File: src/design/clt_pkg.sv
// shared types, character codes and helpers for the command line tokenizer
package clt_pkg;

    localparam int CNT_W = 13;
    localparam int CHAR_W = 16;
    localparam logic [CNT_W-1:0] COUNT_LIMIT = 13'd4096;

    localparam logic IN_CHAR = 1'b0;
    localparam logic IN_EOL = 1'b1;

    localparam logic [1:0] RK_CHAR = 2'd0;
    localparam logic [1:0] RK_TOKEN_END = 2'd1;
    localparam logic [1:0] RK_LINE_OK = 2'd2;
    localparam logic [1:0] RK_UNMATCHED = 2'd3;

    localparam logic [CHAR_W-1:0] CH_NUL = 16'h0000;
    localparam logic [CHAR_W-1:0] CH_TAB = 16'h0009;
    localparam logic [CHAR_W-1:0] CH_LF = 16'h000A;
    localparam logic [CHAR_W-1:0] CH_SPACE = 16'h0020;
    localparam logic [CHAR_W-1:0] CH_QUOTE = 16'h0022;
    localparam logic [CHAR_W-1:0] CH_ZERO = 16'h0030;
    localparam logic [CHAR_W-1:0] CH_BSLASH = 16'h005C;
    localparam logic [CHAR_W-1:0] CH_N = 16'h006E;
    localparam logic [CHAR_W-1:0] CH_T = 16'h0074;
    localparam logic [CHAR_W-1:0] CH_X = 16'h0078;

    localparam int MAX_RES = 3;
    localparam int QDEPTH = 2;

    typedef struct packed {
        logic [1:0] kind;
        logic [CHAR_W-1:0] ch;
    } res_t;

    typedef struct packed {
        logic [1:0] n;
        logic [CNT_W-1:0] count;
        res_t [MAX_RES-1:0] res;
    } bundle_t;

    // returns {valid, digit value}
    function automatic logic [4:0] hex_digit(input logic [CHAR_W-1:0] c);
        logic [4:0] r;
        r = 5'd0;
        if (c >= 16'h0030 && c <= 16'h0039)
        begin
            r = {1'b1, c[3:0]};
        end
        else if ((c >= 16'h0061 && c <= 16'h0066) || (c >= 16'h0041 && c <= 16'h0046))
        begin
            r = {1'b1, c[3:0] + 4'd9};
        end
        return r;
    endfunction

    function automatic logic [CHAR_W-1:0] escape_map(input logic [CHAR_W-1:0] c);
        logic [CHAR_W-1:0] v;
        v = c;
        if (c == CH_N)
        begin
            v = CH_LF;
        end
        else if (c == CH_T)
        begin
            v = CH_TAB;
        end
        else if (c == CH_ZERO)
        begin
            v = CH_NUL;
        end
        return v;
    endfunction

endpackage

File: src/design/clt_front.sv
// front end: parser state and classification of each item into a result bundle
module clt_front (
    input  logic                          clk,
    input  logic                          rst_n,
    input  logic                          accept,
    input  logic                          kind,
    input  logic [clt_pkg::CHAR_W-1:0]    code,
    output logic                          push,
    output clt_pkg::bundle_t              bundle
);

    logic in_quotes_reg, in_quotes_next;
    logic escape_reg, escape_next;
    logic hex_reg, hex_next;
    logic [clt_pkg::CHAR_W-1:0] acc_reg, acc_next;
    logic has_chars_reg, has_chars_next;
    logic prev_quote_reg, prev_quote_next;
    logic [clt_pkg::CNT_W-1:0] tokens_reg, tokens_next;

    logic eol;
    logic [clt_pkg::CHAR_W-1:0] c;
    logic [4:0] hd;
    logic handle;
    logic [1:0] n;
    clt_pkg::bundle_t b;

    always_comb
    begin
        eol = (kind == clt_pkg::IN_EOL);
        c = eol ? clt_pkg::CH_NUL : code;
        hd = clt_pkg::hex_digit(c);
        in_quotes_next = in_quotes_reg;
        escape_next = escape_reg;
        hex_next = hex_reg;
        acc_next = acc_reg;
        has_chars_next = has_chars_reg;
        tokens_next = tokens_reg;
        handle = 1'b1;
        n = 2'd0;
        b = '0;

        if (escape_reg)
        begin
            escape_next = 1'b0;
            handle = 1'b0;
            if (c == clt_pkg::CH_X)
            begin
                hex_next = 1'b1;
                acc_next = '0;
            end
            else
            begin
                b.res[n] = '{kind: clt_pkg::RK_CHAR, ch: clt_pkg::escape_map(c)};
                n = n + 2'd1;
                has_chars_next = 1'b1;
            end
        end
        else if (hex_reg)
        begin
            if (hd[4])
            begin
                acc_next = {acc_reg[11:0], hd[3:0]};
                handle = 1'b0;
            end
            else
            begin
                b.res[n] = '{kind: clt_pkg::RK_CHAR, ch: acc_reg};
                n = n + 2'd1;
                has_chars_next = 1'b1;
                acc_next = '0;
                hex_next = 1'b0;
            end
        end

        if (handle)
        begin
            if (((c == clt_pkg::CH_SPACE || c == clt_pkg::CH_TAB) && !in_quotes_reg)
                || c == clt_pkg::CH_NUL)
            begin
                if (has_chars_next || prev_quote_reg)
                begin
                    b.res[n] = '{kind: clt_pkg::RK_TOKEN_END, ch: '0};
                    n = n + 2'd1;
                    if (tokens_reg < clt_pkg::COUNT_LIMIT)
                    begin
                        tokens_next = tokens_reg + 13'd1;
                    end
                    has_chars_next = 1'b0;
                end
            end
            else if (c == clt_pkg::CH_QUOTE)
            begin
                in_quotes_next = !in_quotes_reg;
            end
            else if (c == clt_pkg::CH_BSLASH && in_quotes_reg)
            begin
                escape_next = 1'b1;
            end
            else
            begin
                b.res[n] = '{kind: clt_pkg::RK_CHAR, ch: c};
                n = n + 2'd1;
                has_chars_next = 1'b1;
            end
        end

        prev_quote_next = !eol && (c == clt_pkg::CH_QUOTE);

        if (eol)
        begin
            b.res[n] = '{kind: in_quotes_next ? clt_pkg::RK_UNMATCHED : clt_pkg::RK_LINE_OK,
                         ch: '0};
            n = n + 2'd1;
            b.count = tokens_next;
            in_quotes_next = 1'b0;
            escape_next = 1'b0;
            hex_next = 1'b0;
            acc_next = '0;
            has_chars_next = 1'b0;
            prev_quote_next = 1'b0;
            tokens_next = '0;
        end
        b.n = n;
    end

    assign bundle = b;
    assign push = accept && (n != 2'd0);

    always_ff @(posedge clk or negedge rst_n)
    begin
        if (!rst_n)
        begin
            in_quotes_reg <= 1'b0;
            escape_reg <= 1'b0;
            hex_reg <= 1'b0;
            acc_reg <= '0;
            has_chars_reg <= 1'b0;
            prev_quote_reg <= 1'b0;
            tokens_reg <= '0;
        end
        else if (accept)
        begin
            in_quotes_reg <= in_quotes_next;
            escape_reg <= escape_next;
            hex_reg <= hex_next;
            acc_reg <= acc_next;
            has_chars_reg <= has_chars_next;
            prev_quote_reg <= prev_quote_next;
            tokens_reg <= tokens_next;
        end
    end

endmodule

File: src/design/clt_queue.sv
// two-entry bundle queue between front and back ends
module clt_queue (
    input  logic              clk,
    input  logic              rst_n,
    input  logic              push,
    input  clt_pkg::bundle_t  push_data,
    output logic              full,
    input  logic              pop,
    output logic              not_empty,
    output clt_pkg::bundle_t  head
);

    clt_pkg::bundle_t entry_reg [clt_pkg::QDEPTH];
    logic wr_ptr_reg, wr_ptr_next;
    logic rd_ptr_reg, rd_ptr_next;
    logic [1:0] count_reg, count_next;

    assign full = (count_reg == 2'(clt_pkg::QDEPTH));
    assign not_empty = (count_reg != 2'd0);
    assign head = entry_reg[rd_ptr_reg];

    always_comb
    begin
        wr_ptr_next = wr_ptr_reg ^ push;
        rd_ptr_next = rd_ptr_reg ^ pop;
        count_next = count_reg + {1'b0, push} - {1'b0, pop};
    end

    always_ff @(posedge clk)
    begin
        if (push)
        begin
            entry_reg[wr_ptr_reg] <= push_data;
        end
    end

    always_ff @(posedge clk or negedge rst_n)
    begin
        if (!rst_n)
        begin
            wr_ptr_reg <= 1'b0;
            rd_ptr_reg <= 1'b0;
            count_reg <= 2'd0;
        end
        else
        begin
            wr_ptr_reg <= wr_ptr_next;
            rd_ptr_reg <= rd_ptr_next;
            count_reg <= count_next;
        end
    end

endmodule

File: src/design/clt_back.sv
// back end: unrolls each bundle into result items through an output register
module clt_back (
    input  logic                    clk,
    input  logic                    rst_n,
    input  logic                    q_not_empty,
    input  clt_pkg::bundle_t        q_head,
    output logic                    q_pop,
    output logic                    m_tvalid,
    input  logic                    m_tready,
    output logic [31:0]             m_tdata,
    output logic [1:0]              m_tuser,
    output logic                    m_tlast
);

    clt_pkg::bundle_t cur_reg;
    logic cur_valid_reg, cur_valid_next;
    logic [1:0] idx_reg, idx_next;
    logic out_valid_reg, out_valid_next;
    logic [31:0] out_data_reg, out_data_next;
    logic [1:0] out_kind_reg, out_kind_next;
    logic out_last_reg, out_last_next;

    logic load_out;
    logic cur_done;
    clt_pkg::res_t slot;
    logic is_line;

    always_comb
    begin
        load_out = !out_valid_reg || m_tready;
        slot = cur_reg.res[idx_reg];
        is_line = (slot.kind == clt_pkg::RK_LINE_OK) || (slot.kind == clt_pkg::RK_UNMATCHED);
        cur_done = cur_valid_reg && load_out && (idx_reg == cur_reg.n - 2'd1);
        q_pop = q_not_empty && (!cur_valid_reg || cur_done);

        out_valid_next = out_valid_reg;
        out_data_next = out_data_reg;
        out_kind_next = out_kind_reg;
        out_last_next = out_last_reg;
        if (load_out)
        begin
            out_valid_next = cur_valid_reg;
            out_kind_next = slot.kind;
            out_data_next = {3'b000, is_line ? cur_reg.count : 13'd0, slot.ch};
            out_last_next = (idx_reg == cur_reg.n - 2'd1);
        end

        cur_valid_next = cur_valid_reg;
        idx_next = idx_reg;
        if (q_pop)
        begin
            cur_valid_next = 1'b1;
            idx_next = 2'd0;
        end
        else if (cur_done)
        begin
            cur_valid_next = 1'b0;
            idx_next = 2'd0;
        end
        else if (cur_valid_reg && load_out)
        begin
            idx_next = idx_reg + 2'd1;
        end
    end

    always_ff @(posedge clk)
    begin
        if (q_pop)
        begin
            cur_reg <= q_head;
        end
        out_data_reg <= out_data_next;
        out_kind_reg <= out_kind_next;
        out_last_reg <= out_last_next;
    end

    always_ff @(posedge clk or negedge rst_n)
    begin
        if (!rst_n)
        begin
            cur_valid_reg <= 1'b0;
            idx_reg <= 2'd0;
            out_valid_reg <= 1'b0;
        end
        else
        begin
            cur_valid_reg <= cur_valid_next;
            idx_reg <= idx_next;
            out_valid_reg <= out_valid_next;
        end
    end

    assign m_tvalid = out_valid_reg;
    assign m_tdata = out_data_reg;
    assign m_tuser = out_kind_reg;
    assign m_tlast = out_last_reg;

endmodule

File: src/design/command_line_tokenizer.sv
// top level of the command line tokenizer
//
//   channel   dir   tdata                          tuser             tlast
//   s_*       in    [15:0] code                    [0] kind          -
//   m_*       out   [15:0] char_out,               [1:0] result_kind last
//                   [28:16] token_count
//
// one item per cycle in while s_tready is high; one result item per cycle out while m_tready is high
// items with two or three results hold s_tready low once the two-entry queue fills
// a result item passes through the queue entry, the current bundle register and the output register
// either side may stall freely; the queue decouples the parser from the output register
// reset clears the parser state, the queue and the output register
module command_line_tokenizer (
    input  logic        clk,
    input  logic        rst_n,
    input  logic        s_tvalid,
    output logic        s_tready,
    input  logic [15:0] s_tdata,   // code
    input  logic        s_tuser,   // kind
    output logic        m_tvalid,
    input  logic        m_tready,
    output logic [31:0] m_tdata,   // char_out, token_count, zero fill
    output logic [1:0]  m_tuser,   // result_kind
    output logic        m_tlast
);

    logic accept;
    logic push;
    logic full;
    logic pop;
    logic not_empty;
    clt_pkg::bundle_t bundle;
    clt_pkg::bundle_t head;

    assign s_tready = !full;
    assign accept = s_tvalid && s_tready;

    clt_front u_front (
        .clk    (clk),
        .rst_n  (rst_n),
        .accept (accept),
        .kind   (s_tuser),
        .code   (s_tdata),
        .push   (push),
        .bundle (bundle)
    );

    clt_queue u_queue (
        .clk       (clk),
        .rst_n     (rst_n),
        .push      (push),
        .push_data (bundle),
        .full      (full),
        .pop       (pop),
        .not_empty (not_empty),
        .head      (head)
    );

    clt_back u_back (
        .clk         (clk),
        .rst_n       (rst_n),
        .q_not_empty (not_empty),
        .q_head      (head),
        .q_pop       (pop),
        .m_tvalid    (m_tvalid),
        .m_tready    (m_tready),
        .m_tdata     (m_tdata),
        .m_tuser     (m_tuser),
        .m_tlast     (m_tlast)
    );

endmodule

File: config.mk
export PLATFORM = sky130hd
export DESIGN_NAME = command_line_tokenizer
export DESIGN_NICKNAME = d
export VERILOG_FILES = /design/src/design/clt_pkg.sv /design/src/design/clt_front.sv /design/src/design/clt_queue.sv /design/src/design/clt_back.sv /design/src/design/command_line_tokenizer.sv
export SDC_FILE = /design/constraint.sdc
export NUM_CORES = 1
export LEC_CHECK = 0
export CAP_MARGIN = 20
export CORE_ASPECT_RATIO = 1.1
export CORE_MARGIN = 10
export CORE_UTILIZATION = 44
export DETAILED_ROUTE_END_ITERATION = 7
export DONT_BUFFER_PORTS = 1
export PLACE_DENSITY = 0.59
export SKIP_CTS_REPAIR_TIMING = 1
export SYNTH_ARGS = -nofsm -noshare
export SYNTH_HDL_FRONTEND = slang
export SYNTH_SLANG_ARGS = --single-unit
File: constraint.sdc
create_clock -name clk -period 6.6 [get_ports clk]
set_input_delay 0 -clock clk [delete_from_list [all_inputs] [get_ports clk]]
set_output_delay 0 -clock clk [all_outputs]
set_load 0.01 [all_outputs]
# Yosys cells after proc, flatten, opt, wreduce, memory -nomap -nowiden
# Memories as Yosys holds them, arrays and structs flattened. A register that Yosys moved wholly into a read port is not among the register bits.
# Cells that the tools add are included.
[totals]
ff_bits = 74
memories = 1
out_inout_bits = 37
ram_bits = 138
[op_classes]
n_bitwise = 5
order_cmp = 12
addsub = 8
n_reduce_logical = 33
eq_ne = 13
mux = 80
[mem_list]
columns = ["name", "words", "word_bits", "read_ports", "rd_clocked_by_memory_dff", "wr", "line_no", "source"]
rows = [
  ["u_queue.entry_reg", 2, 69, 1, 1, 1, "clt_queue.sv:13", "clt_pkg::bundle_t entry_reg [clt_pkg::QDEPTH];"],
]
[ops]
columns = ["operator", "count"]
rows = [
  ["$mux W54", 5],
  ["$mux W16", 11],
  ["$bwmux W54", 2],
  ["$mux W18", 5],
  ["$demux W18 S2", 2],
  ["$mux W67", 1],
  ["$mux W13", 5],
  ["$eq A16 B7 Y1 const B", 4],
  ["$and A17 B51 Y51", 1],
  ["$not A51 Y51", 1],
  ["$eq A16 B6 Y1 const B", 3],
  ["$bmux W18 S2", 1],
  ["$mux W1", 35],
  ["$ge A16 B7 Y1 const B", 2],
  ["$le A16 B7 Y1 const B", 2],
  ["$mux W2", 11],
  ["$eq A16 B4 Y1 const B", 1],
  ["$ge A16 B6 Y1 const B", 1],
  ["$le A16 B6 Y1 const B", 1],
  ["$logic_not A16 Y1", 1],
  ["$add A13 B1 Y13 const B", 1],
  ["$logic_and A1 B1 Y1", 13],
  ["$lt A13 B13 Y1 const B", 1],
  ["$mux W5", 2],
  ["other kinds (18)", 39],
]

# Depth between registers and ports, before layout
# Gate-level depths: netlist (run 1).
[depth]
ltp_word = 20
mapped_depth = 25
depth_no_buf = 22

# By module
# A second synthesis (run 1) with hierarchy kept.
[hier_totals]
cells_unflattened = 870
area_unflattened_um2 = 12554.5
[modules_own_cells]
columns = ["mod", "area_each_um2", "cells_per_inst", "seq_area_each_um2", "n_inst"]
rows = [
  ["clt_queue", 5541.6, 231, 4244.1, 1],
  ["clt_back", 3776.1, 207, 3133.0, 1],
  ["clt_front", 3226.8, 430, 850.8, 1],
  ["command_line_tokenizer", 10.0, 2, 0.0, 1],
]

# Worst setup path before layout (run 1)
# OpenSTA, ideal clock, no wires.
[synth_path]
kind = "input -> register"
startpoint = "in s_tuser"
endpoint = "mem u_queue.entry_reg[0][0] (netlist name) (enable)"
cell_stages = 21
setup_time_ps = 416
arrival_time_ps = 5189
path_slack_ps = 995
path_cell_list = "buf_2 -> inv_2 -> clkbuf_1 -> nand2_1 -> ha_1 -> or4b_1 -> a21boi_1 -> or4_1 -> nand3_2 -> nand2_1 -> inv_1 -> nand2_1 -> ha_1 -> o41ai_1 -> o21bai_1 -> a22oi_1 -> ha_1 -> nand2_1 -> o21ai_0 -> a31oi_1 -> ha_1"
[synth_via]
elab_chain_len = 20
elab_cells_between_ends = 47
[synth_rtl]
columns = ["element", "line_no", "source"]
rows = [
  ["start: declaration", "command_line_tokenizer.sv:19", "input logic s_tuser,"],
  ["$mux W16", "clt_front.sv:30", "c = eol ? clt_pkg::CH_NUL : code;"],
  ["$ge A16 B7 Y1 or $le A16 B7 Y1 (tied branches)", "clt_pkg.sv:49", "else if ((c >= 16'h0061 && c <= 16'h0066) || (c >= 16'h0041 && c <= 16'h0046))"],
  ["$logic_and A1 B1 Y1", "clt_pkg.sv:49", ""],
  ["$logic_or A1 B1 Y1", "clt_pkg.sv:49", ""],
  ["$mux W5", "clt_pkg.sv:49", ""],
  ["$mux W5", "clt_pkg.sv:45", "if (c >= 16'h0030 && c <= 16'h0039)"],
  ["$mux W1", "clt_front.sv:60", "if (hd[4])"],
  ["$mux W2", "clt_front.sv:58", "else if (hex_reg)"],
  ["[... 4 more ...]", "n/a", ""],
  ["$mux W2", "clt_front.sv:77", "if (((c == clt_pkg::CH_SPACE || c == clt_pkg::CH_TAB) && !in_quotes_reg)"],
  ["$mux W2", "clt_front.sv:75", "if (handle)"],
  ["$add A2 B1 Y2", "clt_front.sv:113", "n = n + 2'd1;"],
  ["$mux W2 (*)", "clt_front.sv:109", "if (eol)"],
  ["$reduce_bool A2 Y1 (*)", "clt_front.sv:127", "assign push = accept && (n != 2'd0);"],
  ["$logic_and A1 B1 Y1 (*)", "clt_front.sv:127", ""],
  ["$mux W1 (*)", "clt_queue.sv:31", "if (push)"],
  ["$mux W1 (not written as such) (*)", "clt_queue.sv:33", "entry_reg[wr_ptr_reg] <= push_data;"],
  ["end: declaration", "clt_queue.sv:13", ""],
]
# Every way passes the cells marked *; elsewhere a longest branch is shown, timed or not.

# Worst setup path in the final report (run 1)
[layout_path]
startpoint = "in s_tuser"
endpoint = "mem u_queue.entry_reg[1][21] (netlist name) (enable)"
# The elaborated chain is that of the path after synthesis.

==> summary.txt, run 1 <==
Floorplan
  • Chip Height: 181 µm
  • Die X: 166 µm
  • Die ar.: 30,100 µm²
  • Total I/O pin count: 58
  • Core footprint: 23,000 µm²
  • Starting density of the core: 45.1%
  • Rows: 58

Pwr
  • Gate power share: 21.1%
  • Pint: 0.00327 W
  • Pwr dens: 392 nW/µm²
  • LEAKAGE: 4.19 nW
  • Max IR drop VDD: 0.179 mV
  • Seq pwr share: 50.9%
  • Clock power frac: 28.0%
  • Sw Pwr: 0.00130 W
  • Sw frac: 28.5%

Global routing
  • Largest net degree at the start of global routing: 55
  • Total global routing overflow: 0
  • Vias in the first global route: 5,868
  • Global Route Usage Sum: 13.3%
  • Initial antenna violation count: 0
  • Global-route wire length before repair: 32,800 µm

Logic synthesis
  • Yosys warns: 0
  • Register area share after synthesis: 65.4%
  • Post-synth EDFFs: 191
  • Leading area contributor after synthesis: edfxtp_1
  • Area contributors post-synth: edfxtp_1 (55%), dfrtp_1 (10%), mux2_2 (5.9%)
  • Yosys top cell area share: 55.3%
  • Synthesized area per cell: 13.4 µm²
  • Synthesized netlist cell count: 771
  • Top FF cell, synth: edfxtp_1
  • Yosys reg bits: 233
  • Post-Syn Area: 10,400 µm²
  • Async SR Flop Fraction: 18.0%
  • Top cells by count, synth: edfxtp_1 (191), nand2_1 (87), mux2_2 (54), nor2_1 (52), o21ai_0 (44)
  • Most common cell in the netlist: edfxtp_1
  • Netlist cell types: 77

STA
  • Fin Clk Skew: 8.09 ps
  • Final Hold Fails: 4
  • Worst Tran Pin Value: 940 ps
  • Tightest hold margin: -6.17 ps
  • Setup TNS: 0 ps
  • Fin crit share: 81.7%
  • Relative slew slack: 37.2%
  • Final setup violation count: 0
  • Slew Limit Fails: 0
  • F_max: 185 MHz
  • RSZ-0062 raised after global routing: no
  • Crit path time final: 5390 ps

Setup path
  • Critical path fanouts, max: 53
  • Element type at the critical path start: primary input
  • Crit path required time: 6730 ps
  • WS Path Type: primary input to flop
  • WP data arrival: 5520 ps
  • Crit end category: flop
  • Reg-to-reg slack, setup: 2180 ps

Job
  • Max cap viols: 0

Placed design
  • Final GP Congestion: 0.874
  • Count of input and output buffers: 0
  • Number of cells after detailed placement: 1,038
  • Dpl hpwl: 14,000 µm

Clock network
  • Clock-pin slew on the worst setup and hold paths: 60 ps
  • Clk Latency, worst-skew pair: 510 ps
  • Clock Sinks: 233
  • Root Driver: clkbuf_16
  • CTS tree: yes
  • H-tree levels: 1
  • CTS buffer count: 25
  • CTS Buffer Depth: 3

Outcome
  • Outcome: complete, but fails checks
  • Failing checks: hold timing

Finish
  • Core Util, Final: 50.6%
  • Non-Filler Instances: 1,102
  • Area growth syn-to-layout: 12.3%
  • Nets@finish: 822
  • Max FFs per register: 106
  • N_diodes: 0
  • Layout cell share with drive strength beyond 1: 16.0%

Detailed routing
  • Vias per cell: 5.42
  • Routed WL: 20,800 µm
  • Wirelength per Cell: 18.9 µm
  • Vias: 5,975
  • DR DRC count: 0
  • Initial DRC Count: 464
  • DR pass1 iterations: 5
  • Antenna viol nets, final: 0

Min path
  • Hold Path Class: primary input to flop
## final timing paths
kind	endpoint	startpoint	cells after the start
hold reg to reg	u_front.acc_reg[14]	u_front.acc_reg[14]	2
min in group asynchronous	u_queue.rd_ptr_reg	rst_n	2
max in group asynchronous	u_front.tokens_reg[11]	rst_n	2
hold / removal	u_front.has_chars_reg	s_tdata[2]	3
setup / recovery	u_queue.entry_reg[1][21]	s_tuser	21
setup reg to reg	u_queue.entry_reg[1][21]	u_front.hex_reg	14
## cell families after synthesis
kind of cell | count (synthesis) | share of synthesized area [%]
buffers and inverters | 65 | 2.53
other | 1 | 0.0362
adders and majority gates | 15 | 1.81
muxes | 81 | 8.47
and+or+nand+nor | 244 | 12.2
xor gates and xnor gates | 18 | 1.52
DFF | 233 | 65.4
AOI/OAI and AO/OA | 114 | 7.94
## layout by cell type, fill, tap and decap left out, drive strengths merged, types with 19 or more instances in the layout
cell | netlist | layout
nand2 | 88 | 88
mux2i | 27 | 27
inv | 22 | 25
dlygate4sd3 | 0 | 19
and2 | 21 | 21
clkbuf | 28 | 31
mux2 | 54 | 54
o21ai | 50 | 50
edfxtp | 191 | 191
dfrtp | 42 | 42
nor2 | 53 | 53
## metrics by stage
step | hold WS (ps) | cell area, µm² | power (W) | worst slack, ps
6_report | -6.17 | 11600 | 0.00457 | 1210
5_1_grt | 10.3 | 11600 | 0.00483 | 790
4_1_cts | -831 | 11400 | 0.00461 | 2140
3_5_place_dp | -291 | 10600 | 0.00331 | 1610
3_3_place_gp | -292 | 10600 | 0.00328 | 1810
2_1_floorplan | -296 | 10400 | 0.00305 | 995
## worst max-delay path, stage by stage
cell           delay (ps)
dlygate4sd3_1         580
buf_12                190
inv_2                  60
nand2_1               160
inv_1                 120
ha_1                  260
or4b_1                480
a21boi_1              190
or4_1                 190
nand3_2               290
nand2_1               220
ha_1                  260
and3_1                140
a2111oi_0             530
a22oi_1               200
ha_1                  360
nand2_1                70
o21ai_0                60
a31oi_1               310
ha_2                  230
buf_4                 560
## power by group through the flow
| stage | Clock [W] | Combinational [W] | Sequential (W) |
|---|---|---|---|
| floorplan | 0 | 0.000744 | 0.00231 |
| global placement | 0 | 0.000936 | 0.00235 |
| detailed placement | 0 | 0.000952 | 0.00236 |
| CTS | 0.00131 | 0.000959 | 0.00233 |
| global route | 0.00138 | 0.00108 | 0.00237 |
| finish | 0.00128 | 0.000966 | 0.00232 |
## metal layers
layer	global-route usage (%)	share of wire, %
met4	2.95	1.5
met1	18.2	46
met3	2.58	6.2
met2	21.2	46
met5	0	0
## final cells by class
cell class	count	area [µm²]
inverter	22	82.6
multi-input combinational	475	3340
clock inverter	12	103
clock buffer	31	658
tap	300	375
fill	1934	11400
sequential	233	6790
timing repair buffer	29	298
No activity file was read; power rests on OpenSTA's default activity.
==> run 2, diff against run 1 <==
==> constraint.sdc (replaced) <==
create_clock -name clk -period 5.3 [get_ports clk]
set_input_delay 0 -clock clk [delete_from_list [all_inputs] [get_ports clk]]
set_output_delay 0 -clock clk [all_outputs]
set_load 0.01 [all_outputs]
==> run 2 against run 1 <==
Against the previous run:
- the flow still finishes with violations (hold timing)
- clock power up 37%
- highest routed layer unchanged
- die area is the same
- final area grew 1.2%
- global-route usage down 0.13 points
- clock skew increased by 5.1 ps
- first-iteration DRC count increased by 45%
- non-clock buffer count grew 3
- sequential cell count unchanged
- register-to-register slack lost 750 ps
==> summary.txt, run 2 (synthesized netlist as in run 1, its figures left out) <==
Floorplan
  • Rows: 58
  • Die ar.: 30,100 µm²
  • Core footprint: 23,000 µm²
  • Chip Height: 181 µm
  • Starting density of the core: 45.1%
  • Total I/O pin count: 58
  • Die X: 166 µm

Clock network
  • CTS Buffer Depth: 3
  • Clk Latency, worst-skew pair: 510 ps
  • Clock Sinks: 233
  • H-tree levels: 1
  • Clock-pin slew on the worst setup and hold paths: 60 ps
  • CTS buffer count: 25
  • CTS tree: yes
  • Root Driver: clkbuf_16

Outcome
  • Outcome: complete, but fails checks
  • Failing checks: hold timing

Placed design
  • Dpl hpwl: 13,700 µm
  • Count of input and output buffers: 0
  • Final GP Congestion: 0.921
  • Number of cells after detailed placement: 1,041

Global routing
  • Total global routing overflow: 0
  • Global-route wire length before repair: 33,000 µm
  • Global Route Usage Sum: 13.1%
  • Initial antenna violation count: 0
  • Vias in the first global route: 5,871
  • Largest net degree at the start of global routing: 55

Finish
  • Layout cell share with drive strength beyond 1: 16.5%
  • N_diodes: 0
  • # fillers: 1,911
  • Register area: 6790 µm²
  • Leading cell type in the layout, fill and taps excluded: edfxtp_1
  • Nets@finish: 825
  • Area of the multi-input gates: 3340 µm²
  • Most frequent cells in the layout: edfxtp_1 (191), nand2_1 (87), mux2_2 (54)
  • Area growth syn-to-layout: 13.7%
  • Max FFs per register: 106
  • Non-Filler Instances: 1,108
  • Core Util, Final: 51.2%

STA
  • Slew Limit Fails: 0
  • Final Hold Fails: 8
  • RSZ-0062 raised after global routing: no
  • Tightest hold margin: -33.7 ps
  • Final setup violation count: 0
  • Fin crit share: 86.0%
  • Fin Clk Skew: 13.2 ps
  • F_max: 220 MHz
  • Relative slew slack: 39.4%
  • Worst Tran Pin Value: 909 ps
  • Crit path time final: 4560 ps

Detailed routing
  • Vias: 6,064
  • Vias per cell: 5.47
  • Wirelength per Cell: 18.9 µm
  • DR pass1 iterations: 5
  • Routed WL: 20,900 µm
  • DR DRC count: 0
  • Antenna viol nets, final: 0
  • Initial DRC Count: 671

Setup path
  • Top delay family on crit path: simple AND/OR/NAND/NOR gates
  • Most Frequent Cell on Critical Path: nand2_1
  • CP max-delay cell: dlygate4sd3_1
  • WP data arrival: 4730 ps
  • Element type at the critical path start: primary input
  • Crit path required time: 5480 ps
  • WS Path Type: primary input to flop
  • CP Buf/Inv Count: 3
  • Critical path fanouts, max: 53
  • Crit path cell chain: dlygate4sd3_1 -> nor4_4 -> nand3_1 -> or4_1 -> nand3_2 -> nand2_1 -> inv_1 -> nand2_1 -> ha_1 -> o41ai_1 -> o21bai_1 -> a22oi_1 -> ha_1 -> nand2_1 -> o21ai_0 -> a31oi_1 -> ha_2 -> buf_12
  • Crit end category: flop
  • CP peak stage delay: 610 ps

Pwr
  • Clock power frac: 30.0%
  • Sw frac: 28.1%
  • Power, Total: 0.00589 W
  • Seq pwr share: 49.1%
  • LEAKAGE: 4.24 nW
  • Gate power share: 20.9%
  • Max IR drop VDD: 0.211 mV
  • Pint: 0.00424 W
  • Pwr dens: 500 nW/µm²
  • Sw Pwr: 0.00165 W

Min path
  • Hold Path Class: primary input to flop

Job
  • Max cap viols: 0
==> run 2: cell count changes in the layout (fill, tap and decap cells not counted), sizes merged <==
cell / before / now
inv: 25 / 23
buf: 10 / 13
clkinv: 5 / 7
clkinvlp: 3 / 4
bufinv: 1 / 4
clkbuf: 31 / 30
==> run 2: power by group through the flow <==
stage,Sequential (W),Clock [W],Combinational (W)
5_1_grt,0.00294,0.00188,0.00138
3_3_place_gp,0.00292,0,0.00119
2_1_floorplan,0.00287,0,0.000927
6_report,0.00289,0.00176,0.00123
3_5_place_dp,0.00294,0,0.00122
4_1_cts,0.00290,0.00181,0.00123
==> run 2: per-layer routing <==
metal  wire length [µm]  part of all wire (%)  global-route usage, %  vias up
met3               1260                   6.0                   2.37       28
met5                  0                     0                      0        -
met1               9720                    46                   18.6     2974
li1                   -                     -                      -     2878
met2               9650                    46                   20.4      184
met4                278                   1.3                   3.34        0
==> run 2: worst paths after layout <==
| kind | from | endpoint | slack, ps | depth (start not counted) |
|---|---|---|---|---|
| min in group asynchronous | rst_n | u_queue.rd_ptr_reg | -10 | 2 |
| hold / removal | s_tdata[0] | u_front.acc_reg[0] | -30 | 4 |
| setup reg to reg | u_front.escape_reg | u_queue.entry_reg[1][61] | 1430 | 15 |
| hold reg to reg | u_queue.count_reg[1] | u_queue.count_reg[1] | 500 | 1 |
| max in group asynchronous | rst_n | u_front.acc_reg[5] | 5080 | 2 |
| setup / recovery | s_tdata[14] | u_queue.entry_reg[1][61] | 740 | 18 |
==> run 2: metrics by stage <==
| stage | hold WS, ps | instance area [µm²] | setup slack [ps] | setup TNS [ps] |
|---|---|---|---|---|
| 6_report | -33.7 | 11800 | 744 | 0 |
| 5_1_grt | 0.922 | 11800 | 481 | 0 |
| 4_1_cts | -833 | 11500 | 1320 | 0 |
| 3_5_place_dp | -292 | 10700 | 793 | 0 |
| 3_3_place_gp | -292 | 10700 | 1100 | 0 |
| 2_1_floorplan | -296 | 10400 | -305 | -32340 |
==> run 2: final cells by class <==
type	instances	area share [%]
Clock buffer	30	5.55
Tap cell	300	3.18
Timing Repair Buffer	32	2.93
Inverter	22	0.701
Sequential cell	233	57.6
Clock inverter	16	1.68
Multi-Input combinational cell	475	28.4
==> run 2: worst register-to-register path, cell delays in order (launching register included) <==
cell and delay [ps]:
dfrtp_1 630, nor2_1 120, nand3_2 90, nand2_1 100, inv_1 110, nand2_1 80, ha_1 310, o41ai_1 400
o21bai_1 180, a22oi_1 140, ha_1 340, nand2_1 70, o21ai_0 70, a31oi_1 330, ha_2 270, buf_12 280
==> run 3, diff against run 2 <==
--- a/config.mk
+++ b/config.mk
@@ -7,7 +7,7 @@
 export LEC_CHECK = 0
 export CAP_MARGIN = 20
 export CORE_ASPECT_RATIO = 1.1
-export CORE_MARGIN = 10
+export CORE_MARGIN = 3
 export CORE_UTILIZATION = 44
 export DETAILED_ROUTE_END_ITERATION = 7
 export DONT_BUFFER_PORTS = 1
==> run 3 against run 2 <==
Against the previous run:
- the flow still finishes with violations (hold timing)
- power increased by 0.15%
- routed wire length decreased by 3.1%
- count of clock-buffer cells in the layout increased by 3
- sequential cell count is the same
- clock power about the same
- register-to-register slack improved by 40 ps
- combinational power about the same
- global-route usage grew 2.4 points
- cell count unchanged
- setup slack lost 230 ps
- non-clock buffer count unchanged
==> summary.txt, run 3 (synthesized netlist as in run 1, its figures left out) <==
Setup path
  • Critical path fanouts, max: 53
  • WS Path Type: primary input to flop
  • WP data arrival: 4970 ps
  • Worst r2r src: u_front.in_quotes_reg
  • Critical Path Start: s_tuser
  • Crit path required time: 5480 ps
  • Crit end category: flop
  • Element type at the critical path start: primary input

Placed design
  • Number of cells after detailed placement: 1,040
  • Dpl hpwl: 13,200 µm
  • Count of input and output buffers: 0
  • Final GP Congestion: 0.896

Detailed routing
  • Antenna viol nets, final: 0
  • Vias per cell: 5.48
  • DR DRC count: 0
  • Wirelength per Cell: 18.3 µm
  • Routed WL: 20,300 µm
  • DR pass1 iterations: 5
  • Vias: 6,068
  • Initial DRC Count: 397

Pwr
  • Gate power share: 20.9%
  • Pint: 0.00427 W
  • Sw frac: 27.6%
  • Seq pwr share: 49.1%
  • Pwr dens: 500 nW/µm²
  • Max IR drop VDD: 0.200 mV
  • Clock power frac: 30.0%
  • LEAKAGE: 4.27 nW
  • Sw Pwr: 0.00163 W

Clock network
  • CTS Buffer Depth: 3
  • Root Driver: clkbuf_16
  • Clk Latency, worst-skew pair: 510 ps
  • CTS buffer count: 25
  • CTS tree: yes
  • Clock-pin slew on the worst setup and hold paths: 60 ps
  • H-tree levels: 1
  • Clock Sinks: 233

Finish
  • Most frequent cells in the layout: edfxtp_1 (191), nand2_1 (87), mux2_2 (54)
  • Leading cell type in the layout, fill and taps excluded: edfxtp_1
  • Nets@finish: 825
  • Non-Filler Instances: 1,108
  • Max FFs per register: 106
  • Area of the multi-input gates: 3340 µm²
  • Register area: 6790 µm²
  • Area growth syn-to-layout: 13.9%
  • Layout cell share with drive strength beyond 1: 16.3%
  • N_diodes: 0
  • # fillers: 1,947

Floorplan
  • Chip Height: 167 µm
  • Die ar.: 25,400 µm²
  • Total I/O pin count: 58
  • Rows: 58
  • Core footprint: 23,000 µm²
  • Die X: 152 µm
  • Starting density of the core: 45.1%

STA
  • Relative slew slack: 39.1%
  • RSZ-0062 raised after global routing: no
  • Crit path time final: 4790 ps
  • Slew Limit Fails: 0
  • Worst Tran Pin Value: 913 ps
  • Final Hold Fails: 5
  • F_max: 209 MHz
  • Tightest hold margin: -66.3 ps
  • Fin crit share: 90.3%
  • Fin Clk Skew: 14.0 ps
  • Final setup violation count: 0

Outcome
  • Failing checks: hold timing
  • Outcome: complete, but fails checks

Min path
  • Hold Path Class: primary input to flop
  • Hold_sp: s_tdata[2]

Global routing
  • Vias in the first global route: 5,710
  • Initial antenna violation count: 0
  • Global Route Usage Sum: 15.5%
  • Global-route wire length before repair: 31,900 µm
  • Largest net degree at the start of global routing: 55
  • Total global routing overflow: 0

Job
  • Max cap viols: 0
[run 3: cell types whose count changed in the layout (fill, tap and decap cells not counted)]
cell	before	now
clkbuf_1	4	5
buf_16	1	2
buf_2	0	1
clkinv_4	2	1
buf_4	9	7
clkinv_2	2	3
clkbuf_8	1	3
clkinvlp_4	4	1
[run 3: layout make-up]
class	instances	area share (%)
clock buffers	33	5.81
inverters	22	0.699
flip-flops and latches	233	57.5
clock inverters	13	1.45
multi-input cells	475	28.3
repair buffers	32	3.07
well taps	300	3.18
[run 3: path summary, 6_finish.rpt]
check                                           endpoint  slack, ps  cells after the start
worst max-delay path            u_queue.entry_reg[0][34]        510                     21
worst min-delay path                  u_front.acc_reg[2]        -70                      4
worst max register to register  u_queue.entry_reg[0][34]       1470                     12
worst min register to register       u_front.acc_reg[13]        490                      2
max in group asynchronous             u_front.acc_reg[0]       5040                      2
min in group asynchronous             u_queue.rd_ptr_reg         40                      2
[run 3: stage by stage]
stage / util [%] / setup slack (ps) / setup TNS, ps / total power (W) / area (µm²)
3_3_place_gp: 46.4 / 1070 / 0 / 0.00409 / 10700
4_1_cts: 50.2 / 1400 / 0 / 0.00593 / 11500
5_1_grt: 51.3 / 202 / 0 / 0.00623 / 11800
6_report: 51.3 / 514 / 0 / 0.00590 / 11800
2_1_floorplan: - / -305 / -32340 / 0.00380 / 10400
3_5_place_dp: 46.5 / 869 / 0 / 0.00414 / 10700
[run 3: power groups by stage]
stage / Combinational, W / Clock, W / Sequential (W)
after CTS: 0.00118 / 0.00182 / 0.00293
after global routing: 0.00138 / 0.00190 / 0.00295
after global placement: 0.00115 / 0 / 0.00295
after detailed placement: 0.00117 / 0 / 0.00297
after floorplan: 0.000927 / 0 / 0.00287
final: 0.00123 / 0.00177 / 0.00290
[run 3: metal layers]
layer | GRT usage, % | routed length, µm | part of all wire, %
met2 | 23.5 | 8980 | 44
met3 | 2.70 | 1320 | 6.5
met5 | 0 | 0 | 0
met1 | 23.4 | 9560 | 47
met4 | 3.91 | 412 | 2.0
[run 3: critical path, stage by stage]
cell           delay, ps
dlygate4sd3_1        590
buf_12               200
inv_2                 80
nand2_1              180
inv_1                130
ha_1                 260
or4b_1               470
a21boi_1             180
or4_1                190
nand3_2               90
nand2_1              120
ha_1                 250
and3_1               160
a2111oi_0            510
a22oi_1              190
ha_1                 350
nand2_1               70
o21ai_0               70
a31oi_1              300
ha_2                 260
buf_12               290
